`src/sv/crtrp_pkg.sv`:
```
// Package: widths, op codes, op classes and the queue entry of the CIGAR position mapper.
package crtrp_pkg;

    localparam int QUEUE_DEPTH = 2;

    localparam int CURSOR_W = 32;
    localparam int POS_W    = 31;
    localparam int LEN_W    = 16;
    localparam int OPLEN_W  = 28;
    localparam int CODE_W   = 4;

    localparam logic [CODE_W-1:0] OP_M  = 4'd0;
    localparam logic [CODE_W-1:0] OP_I  = 4'd1;
    localparam logic [CODE_W-1:0] OP_D  = 4'd2;
    localparam logic [CODE_W-1:0] OP_N  = 4'd3;
    localparam logic [CODE_W-1:0] OP_S  = 4'd4;
    localparam logic [CODE_W-1:0] OP_H  = 4'd5;
    localparam logic [CODE_W-1:0] OP_P  = 4'd6;
    localparam logic [CODE_W-1:0] OP_EQ = 4'd7;
    localparam logic [CODE_W-1:0] OP_X  = 4'd8;

    typedef enum logic [1:0] {
        KIND_NONE,
        KIND_ALIGN,
        KIND_SKIP,
        KIND_READ
    } op_kind_t;

    typedef struct packed {
        logic                first;
        logic                last;
        logic [POS_W-1:0]    ref_start;
        logic [POS_W-1:0]    target_pos;
        logic [LEN_W-1:0]    read_length;
        op_kind_t            kind;
        logic [OPLEN_W-1:0]  op_length;
    } op_item_t;

endpackage

```
`src/sv/cigar_ref_to_read_position.sv`:
```
// Top level of the CIGAR reference-to-read position mapper.
// Maps one reference position into a read by walking the read's CIGAR ops, one op per
// transaction. The first op of a read carries the alignment start, the target position
// and the read length; the last op produces one result (covered, in_deletion,
// read_index). M, = and X are aligned runs, D and N skip reference, I and S consume read
// bases only, H, P and unused codes do nothing. Throughput is one op per clock while no
// stalled result holds back a last op: the back end updates its cursors combinationally
// from registered state (one subtract-and-compare and two saturating adds). A queue of
// QUEUE_DEPTH entries (at least 2) sits between the input and the back end, and the
// result waits in an output register, so a stalled result only blocks the input once the
// queue is full. out_valid rises when the back end pops an accepted last op.
module cigar_ref_to_read_position #(
    parameter int QUEUE_DEPTH = crtrp_pkg::QUEUE_DEPTH
) (
    input  logic                                   clk,
    input  logic                                   rst_n,
    input  logic                                   in_valid,
    output logic                                   in_ready,
    input  logic                                   first_op,
    input  logic                                   last_op,
    input  logic [crtrp_pkg::POS_W-1:0]            ref_start,
    input  logic [crtrp_pkg::POS_W-1:0]            target_pos,
    input  logic [crtrp_pkg::LEN_W-1:0]            read_length,
    input  logic [crtrp_pkg::CODE_W-1:0]           op_code,
    input  logic [crtrp_pkg::OPLEN_W-1:0]          op_length,
    output logic                                   out_valid,
    input  logic                                   out_ready,
    output logic                                   covered,
    output logic                                   in_deletion,
    output logic [crtrp_pkg::LEN_W-1:0]            read_index
);
    import crtrp_pkg::*;

    logic      head_valid;
    logic      head_pop;
    op_item_t  head;

    crtrp_front #(
        .DEPTH (QUEUE_DEPTH)
    ) u_front (
        .clk         (clk),
        .rst_n       (rst_n),
        .in_valid    (in_valid),
        .in_ready    (in_ready),
        .first_op    (first_op),
        .last_op     (last_op),
        .ref_start   (ref_start),
        .target_pos  (target_pos),
        .read_length (read_length),
        .op_code     (op_code),
        .op_length   (op_length),
        .head_valid  (head_valid),
        .head_pop    (head_pop),
        .head        (head)
    );

    crtrp_back u_back (
        .clk         (clk),
        .rst_n       (rst_n),
        .head_valid  (head_valid),
        .head_pop    (head_pop),
        .head        (head),
        .out_valid   (out_valid),
        .out_ready   (out_ready),
        .covered     (covered),
        .in_deletion (in_deletion),
        .read_index  (read_index)
    );

endmodule

```
`src/sv/crtrp_front.sv`:
```
// Front end: accepts CIGAR op transactions, classifies the op code and queues the item.
module crtrp_front #(
    parameter int DEPTH = crtrp_pkg::QUEUE_DEPTH
) (
    input  logic                                   clk,
    input  logic                                   rst_n,
    input  logic                                   in_valid,
    output logic                                   in_ready,
    input  logic                                   first_op,
    input  logic                                   last_op,
    input  logic [crtrp_pkg::POS_W-1:0]            ref_start,
    input  logic [crtrp_pkg::POS_W-1:0]            target_pos,
    input  logic [crtrp_pkg::LEN_W-1:0]            read_length,
    input  logic [crtrp_pkg::CODE_W-1:0]           op_code,
    input  logic [crtrp_pkg::OPLEN_W-1:0]          op_length,
    output logic                                   head_valid,
    input  logic                                   head_pop,
    output crtrp_pkg::op_item_t                    head
);
    import crtrp_pkg::*;

    localparam int PtrW = (DEPTH > 1) ? $clog2(DEPTH) : 1;
    localparam int CntW = $clog2(DEPTH + 1);
    localparam logic [PtrW-1:0] PtrLast = PtrW'(DEPTH - 1);
    localparam logic [CntW-1:0] CntFull = CntW'(DEPTH);

    op_item_t            slot [DEPTH];
    op_item_t            item_in;
    op_kind_t            kind;
    logic [PtrW-1:0]     wr_ptr_reg;
    logic [PtrW-1:0]     wr_ptr_next;
    logic [PtrW-1:0]     rd_ptr_reg;
    logic [PtrW-1:0]     rd_ptr_next;
    logic [CntW-1:0]     count_reg;
    logic [CntW-1:0]     count_next;
    logic                push;

    always_comb
    begin
        unique case (op_code) inside
            OP_M, OP_EQ, OP_X: kind = KIND_ALIGN;
            OP_D, OP_N:        kind = KIND_SKIP;
            OP_I, OP_S:        kind = KIND_READ;
            OP_H, OP_P:        kind = KIND_NONE;
            default:           kind = KIND_NONE;
        endcase
    end

    always_comb
    begin
        item_in.first       = first_op;
        item_in.last        = last_op;
        item_in.ref_start   = ref_start;
        item_in.target_pos  = target_pos;
        item_in.read_length = read_length;
        item_in.kind        = kind;
        item_in.op_length   = op_length;
    end

    assign in_ready   = (count_reg != CntFull);
    assign push       = in_valid && in_ready;
    assign head_valid = (count_reg != '0);
    assign head       = slot[rd_ptr_reg];

    always_comb
    begin
        wr_ptr_next = wr_ptr_reg;
        rd_ptr_next = rd_ptr_reg;
        count_next  = count_reg;
        if (push)
        begin
            wr_ptr_next = (wr_ptr_reg == PtrLast) ? '0 : wr_ptr_reg + 1'b1;
        end
        if (head_pop)
        begin
            rd_ptr_next = (rd_ptr_reg == PtrLast) ? '0 : rd_ptr_reg + 1'b1;
        end
        case ({push, head_pop})
            2'b10:   count_next = count_reg + 1'b1;
            2'b01:   count_next = count_reg - 1'b1;
            default: count_next = count_reg;
        endcase
    end

    always_ff @(posedge clk or negedge rst_n)
    begin
        if (!rst_n)
        begin
            wr_ptr_reg <= '0;
            rd_ptr_reg <= '0;
            count_reg  <= '0;
        end
        else
        begin
            wr_ptr_reg <= wr_ptr_next;
            rd_ptr_reg <= rd_ptr_next;
            count_reg  <= count_next;
        end
    end

    always_ff @(posedge clk)
    begin
        if (push)
        begin
            slot[wr_ptr_reg] <= item_in;
        end
    end

endmodule

```
`src/sv/crtrp_back.sv`:
```
// Back end: walks the reference and read cursors and holds the result in an output register.
module crtrp_back (
    input  logic                          clk,
    input  logic                          rst_n,
    input  logic                          head_valid,
    output logic                          head_pop,
    input  crtrp_pkg::op_item_t           head,
    output logic                          out_valid,
    input  logic                          out_ready,
    output logic                          covered,
    output logic                          in_deletion,
    output logic [crtrp_pkg::LEN_W-1:0]   read_index
);
    import crtrp_pkg::*;

    logic [CURSOR_W-1:0]  ref_reg;
    logic [CURSOR_W-1:0]  ref_next;
    logic [CURSOR_W-1:0]  read_reg;
    logic [CURSOR_W-1:0]  read_next;
    logic [POS_W-1:0]     tgt_reg;
    logic [POS_W-1:0]     tgt_next;
    logic [LEN_W-1:0]     len_reg;
    logic [LEN_W-1:0]     len_next;
    logic                 res_reg;
    logic                 res_next;
    logic                 del_reg;
    logic                 del_next;

    logic [CURSOR_W-1:0]  cur_ref;
    logic [CURSOR_W-1:0]  cur_read;
    logic                 cur_res;
    logic                 tgt_ge;
    logic [POS_W-1:0]     offset;
    logic                 tgt_hit;
    logic [CURSOR_W-1:0]  read_addend;
    logic [CURSOR_W:0]    ref_sum;
    logic [CURSOR_W:0]    read_sum;
    logic [CURSOR_W-1:0]  ref_adv;
    logic [CURSOR_W-1:0]  read_adv;

    logic                 out_valid_reg;
    logic                 out_found_reg;
    logic                 out_del_reg;
    logic [CURSOR_W-1:0]  out_read_reg;
    logic [LEN_W-1:0]     out_len_reg;

    always_comb
    begin
        cur_ref  = head.first ? {1'b0, head.ref_start} : ref_reg;
        cur_read = head.first ? '0 : read_reg;
        tgt_next = head.first ? head.target_pos : tgt_reg;
        len_next = head.first ? head.read_length : len_reg;
        cur_res  = head.first ? 1'b0 : res_reg;
        del_next = head.first ? 1'b0 : del_reg;

        tgt_ge  = ({1'b0, tgt_next} >= cur_ref);
        offset  = tgt_next - cur_ref[POS_W-1:0];
        tgt_hit = tgt_ge && ({1'b0, offset} < {{(CURSOR_W-OPLEN_W){1'b0}}, head.op_length});

        read_addend = (head.kind == KIND_ALIGN && tgt_hit) ? {1'b0, offset}
                                                            : {{(CURSOR_W-OPLEN_W){1'b0}},
                                                               head.op_length};
        ref_sum  = {1'b0, cur_ref} + {{(CURSOR_W+1-OPLEN_W){1'b0}}, head.op_length};
        read_sum = {1'b0, cur_read} + {1'b0, read_addend};
        ref_adv  = ref_sum[CURSOR_W] ? '1 : ref_sum[CURSOR_W-1:0];
        read_adv = read_sum[CURSOR_W] ? '1 : read_sum[CURSOR_W-1:0];

        ref_next  = cur_ref;
        read_next = cur_read;
        res_next  = cur_res;
        if (!cur_res)
        begin
            case (head.kind)
                KIND_ALIGN:
                begin
                    read_next = read_adv;
                    if (tgt_hit)
                    begin
                        res_next = 1'b1;
                    end
                    else
                    begin
                        ref_next = ref_adv;
                    end
                end
                KIND_SKIP:
                begin
                    if (tgt_hit)
                    begin
                        res_next = 1'b1;
                        del_next = 1'b1;
                    end
                    else
                    begin
                        ref_next = ref_adv;
                    end
                end
                KIND_READ:
                begin
                    read_next = read_adv;
                end
                default:
                begin
                    read_next = cur_read;
                end
            endcase
        end
    end

    assign head_pop = head_valid && (!head.last || !out_valid_reg || out_ready);

    always_ff @(posedge clk or negedge rst_n)
    begin
        if (!rst_n)
        begin
            ref_reg  <= '0;
            read_reg <= '0;
            tgt_reg  <= '0;
            len_reg  <= '0;
            res_reg  <= 1'b0;
            del_reg  <= 1'b0;
        end
        else if (head_pop)
        begin
            ref_reg  <= ref_next;
            read_reg <= read_next;
            tgt_reg  <= tgt_next;
            len_reg  <= len_next;
            res_reg  <= res_next;
            del_reg  <= del_next;
        end
    end

    always_ff @(posedge clk or negedge rst_n)
    begin
        if (!rst_n)
        begin
            out_valid_reg <= 1'b0;
        end
        else if (head_pop && head.last)
        begin
            out_valid_reg <= 1'b1;
        end
        else if (out_ready)
        begin
            out_valid_reg <= 1'b0;
        end
    end

    always_ff @(posedge clk)
    begin
        if (head_pop && head.last)
        begin
            out_found_reg <= res_next && !del_next;
            out_del_reg   <= del_next;
            out_read_reg  <= read_next;
            out_len_reg   <= len_next;
        end
    end

    assign out_valid   = out_valid_reg;
    assign covered     = out_found_reg && (out_read_reg < {{(CURSOR_W-LEN_W){1'b0}}, out_len_reg});
    assign in_deletion = out_del_reg;
    assign read_index  = covered ? out_read_reg[LEN_W-1:0] : '0;

endmodule

```
`config.mk`:
```
export PLATFORM = sky130hd
export DESIGN_NAME = cigar_ref_to_read_position
export DESIGN_NICKNAME = d
export VERILOG_FILES = /design/src/sv/crtrp_pkg.sv /design/src/sv/cigar_ref_to_read_position.sv /design/src/sv/crtrp_front.sv /design/src/sv/crtrp_back.sv
export SDC_FILE = /design/constraint.sdc
export NUM_CORES = 1
export LEC_CHECK = 0
export BUFFER_PORTS_ARGS = -buffer_cell sky130_fd_sc_hd__buf_2
export CAP_MARGIN = 40
export CORE_MARGIN = 4
export CORE_UTILIZATION = 55
export CTS_BUF_LIST = sky130_fd_sc_hd__clkbuf_4 sky130_fd_sc_hd__clkbuf_8
export CTS_CLUSTER_DIAMETER = 150
export DETAILED_ROUTE_END_ITERATION = 7
export GPL_TIMING_DRIVEN = 0
export HOLD_SLACK_MARGIN = 0.03
export PLACE_DENSITY = 0.73
export SLEW_MARGIN = 15
export SYNTH_ARGS = -nofsm -noshare
export SYNTH_HDL_FRONTEND = slang
export SYNTH_HIERARCHICAL = 1
export SYNTH_SLANG_ARGS = --single-unit
export TNS_END_PERCENT = 10
```
`constraint.sdc`:
```
create_clock -name clk -period 11.7 [get_ports clk]
set_clock_uncertainty 0.1 [all_clocks]
set_input_delay 1.755 -clock clk [delete_from_list [all_inputs] [get_ports clk]]
set_output_delay 1.755 -clock clk [all_outputs]
set_load 0.1 [all_outputs]
```
==> flow_metrics.py <==
metrics = {
    "worst_setup_path": {
        "crit_fanout": 10,
        "worstSetupStartpointType": "flip-flop",
        "critPathKind": "reg -> reg",
        "r2r_cells": 38,
        "cp.required_ns": 12.03,
        "slowest_stage": "o41ai_1",
        "endpoint_kind": "flip-flop",
        "critical-path-max-stage-delay_ns": 0.50,
        "timing.critical_path.arrival_ns": 11.39,
    },
    "clock_tree": {
        "cts_inserted_buffers": 67,
        "postCtsSetupRepairBufs": 0,
        "tritoncts": "yes",
        "clkTransAtPathRegs_ns": 0.06,
        "cts-htree-levels": 3,
        "cts_hold_buf": 0,
        "clock_root_buffer": "clkbuf_8",
        "tritoncts_num_sinks": 388,
        "clock_tree.buffer_depth": 3,
        "cells_resized_by_post_cts_repair": 6,
        "clock_insertion_delay_worst_skew_ns": 0.65,
    },
    "run": {
        "maxCapViolCount": 0,
    },
    "grt": {
        "antenna_found_initial": 2,
        "grt_max_degree": 70,
        "first_global_vias": 16430,
        "first_pass_grt_wire_length_um": 94350,
        "grtUsageTotal_pct": 27.98,
        "grt-ovfl-total": 0,
    },
    "layout": {
        "drive_above_1_share_pct": 21.63,
        "final_net_count": 2522,
        "layout_common_cells": "335 x nand2_1, 270 x edfxtp_1, 176 x mux2_2, 146 x buf_2, 136 x ha_1",
        "largest_register_ff_count": 220,
        "finalInstanceArea_um2": 25280,
        "antenna_cells": 0,
        "finish.utilization_pct": 63.47,
        "most_common_cell_after_layout_fill_and_taps_aside": "nand2_1",
        "largest-register": "u_front/slot",
        "areaGrowthSynthToFinish_pct": 13.69,
    },
    "placement": {
        "gp_congestion": 0.9287,
        "dpl.hpwl_um": 47610,
        "detailed_place.area_um2": 23810,
        "place.port_buffers": 135,
    },
    "die": {
        "ports": 136,
        "coreArea_um2": 39820,
        "num_rows": 73,
        "die_h_um": 209.1,
        "die-area_um2": 43700,
        "initial_utilization_pct": 55.83,
        "die_w_um": 209.1,
    },
    "timing": {
        "final_min_period_over_clock_period_pct": 94.60,
        "maxSlewViolCount": 0,
        "timing.max_slew.rel_slack_pct": 39.96,
        "rsz0062_at_grt": "true",
        "maximum_operating_frequency_ghz": 0.09035,
        "timing.final.setup_violations": 0,
        "tightestPinTransition_ns": 0.8946,
        "post_layout_minimum_cycle_time_ns": 11.07,
        "holdWs_ns": 0.3696,
        "final_hold_viol_count": 0,
    },
    "routing": {
        "first_pass_iters": 5,
        "route.detailed.wl_per_inst_um": 21.82,
        "wl_um": 62110,
        "vias_per_cell": 5.905,
        "drc": 0,
        "via_count": 16810,
        "ant_nets": 0,
        "drt-initial-drc-count": 1537,
    },
    "logic_synthesis": {
        "synth_cells": 2050,
        "synth-async-reset-ratio_pct": 30.41,
        "synthesis.yosys.warnings": 6,
        "post_synth_instance_area_um2": 22230,
        "synthDistinctLibCells": 75,
        "post_synthesis_sequential_area_ratio_pct": 49.75,
        "edff_count_synth": 270,
        "ys_ff_latch": 388,
        "postSynthAreaPerCell_um2": 10.85,
        "ys.flop_type": "edfxtp_1",
    },
    "min_path": {
        "min_path_type": "reg -> reg",
        "timing.hold.worst_path_depth": 2,
    },
    "run_status": {
        "outcome": "complete, no violations",
    },
}
[per-layer routing]
| layer | share of wire (%) | up-vias | GRT usage (%) |
|---|---|---|---|
| met4 | 2.7 | 0 | 8.551 |
| met1 | 43 | 8187 | 38.12 |
| met3 | 7.5 | 103 | 6.110 |
| met5 | 0 | - | 0 |
| li1 | - | 7915 | - |
| met2 | 47 | 600 | 45.33 |
[path summary, 6_finish.rpt]
kind,from,to,slack (ns)
setup / recovery,u_front/rd_ptr_reg$_DFFE_PN0P_,u_back/out_read_reg[2]$_DFFE_PP_,0.63
hold / removal,u_back/tgt_reg[2]$_DFFE_PN0P_,u_back/tgt_reg[2]$_DFFE_PN0P_,0.37
setup reg to reg,u_front/rd_ptr_reg$_DFFE_PN0P_,u_back/out_read_reg[2]$_DFFE_PP_,0.63
hold reg to reg,u_back/tgt_reg[2]$_DFFE_PN0P_,u_back/tgt_reg[2]$_DFFE_PN0P_,0.37
max in group asynchronous,rst_n,u_back/tgt_reg[23]$_DFFE_PN0P_,9.70
min in group asynchronous,rst_n,u_back/len_reg[4]$_DFFE_PN0P_,0.99
[per-stage QoR]
step                instances  TNS, ns  setup WS [ns]
floorplan                2052        0          2.772
global placement         2712  -0.2382        -0.1499
detailed placement       2723   -1.152        -0.3162
CTS                      2846        0         0.1715
global route             2846  -0.1082       -0.08649
finish                   2846        0         0.6319
[critical path, delay by kind of cell (launching register included)]
kind | cells | cell delay (ns)
AO/OA/AOI/OAI | 14 | 3.75
XOR/XNOR | 1 | 0.35
adder cells (fa/ha/maj) | 4 | 1.15
buffers and inverters | 8 | 2.11
flip-flops | 1 | 0.37
multiplexers | 3 | 1.13
AND/OR/NAND/NOR | 8 | 1.86
[cell families after synthesis]
family | count (synthesis) | synth area share (%)
AND/OR/NAND/NOR | 623 | 12.45
XOR/XNOR | 79 | 3.112
AO/OA/AOI/OAI | 440 | 13.12
flip-flops | 388 | 49.75
adder cells (fa/ha/maj) | 140 | 7.969
multiplexers | 199 | 9.995
other | 1 | 0.01687
buffers and inverters | 180 | 3.585
[area by class of cell]
class	instances	area (um2)
clock inverter	28	272.8
buffer	78	422.9
sequential	388	11060
inverter	101	379.1
tap	525	656.9
timing repair buffer	147	905.9
fill	3259	14550
multi-input combinational	1484	10410
clock buffer	95	1170
[synth_stat cells (4+ instances only)]
| library cell | count | share of area, % |
|---|---|---|
| a211oi_1 | 18 | 0.61 |
| nand2_1 | 335 | 5.7 |
| a32oi_1 | 8 | 0.32 |
| o21ai_0 | 102 | 2.3 |
| o211ai_1 | 6 | 0.20 |
| inv_1 | 100 | 1.7 |
| a21o_1 | 51 | 1.7 |
| buf_1 | 9 | 0.15 |
| and2_1 | 24 | 0.68 |
| o21a_1 | 18 | 0.61 |
| mux2_2 | 176 | 8.9 |
| o21bai_1 | 14 | 0.47 |
| nand4_1 | 12 | 0.34 |
| dfrtp_1 | 118 | 13 |
| nand3_1 | 42 | 0.95 |
| and3_1 | 14 | 0.39 |
| xnor2_1 | 48 | 1.9 |
| nor2b_1 | 41 | 1.2 |
| a211o_1 | 5 | 0.20 |
| a21boi_0 | 8 | 0.27 |
| a221oi_1 | 5 | 0.20 |
| a31oi_1 | 18 | 0.51 |
| mux2_1 | 8 | 0.41 |
| nor2_1 | 93 | 1.6 |
| buf_2 | 10 | 0.23 |
| and4_1 | 4 | 0.16 |
| a22oi_1 | 5 | 0.17 |
| clkbuf_1 | 44 | 0.74 |
| xor2_1 | 31 | 1.2 |
| buf_6 | 13 | 0.66 |
| a221o_1 | 4 | 0.18 |
| mux2i_1 | 15 | 0.68 |
| nor3_1 | 30 | 0.68 |
| ha_1 | 136 | 7.7 |
| nand2b_1 | 9 | 0.25 |
| a211oi_2 | 10 | 0.56 |
| or3_1 | 4 | 0.11 |
| nor4_1 | 7 | 0.20 |
| o21ai_1 | 26 | 0.59 |
| o31ai_1 | 9 | 0.30 |
| edfxtp_1 | 270 | 36 |
| a21oi_1 | 94 | 2.1 |
Power is left out: the tool's default activity adds up to more than one toggle a clock period on the data nets, which glitch-free logic cannot reach.
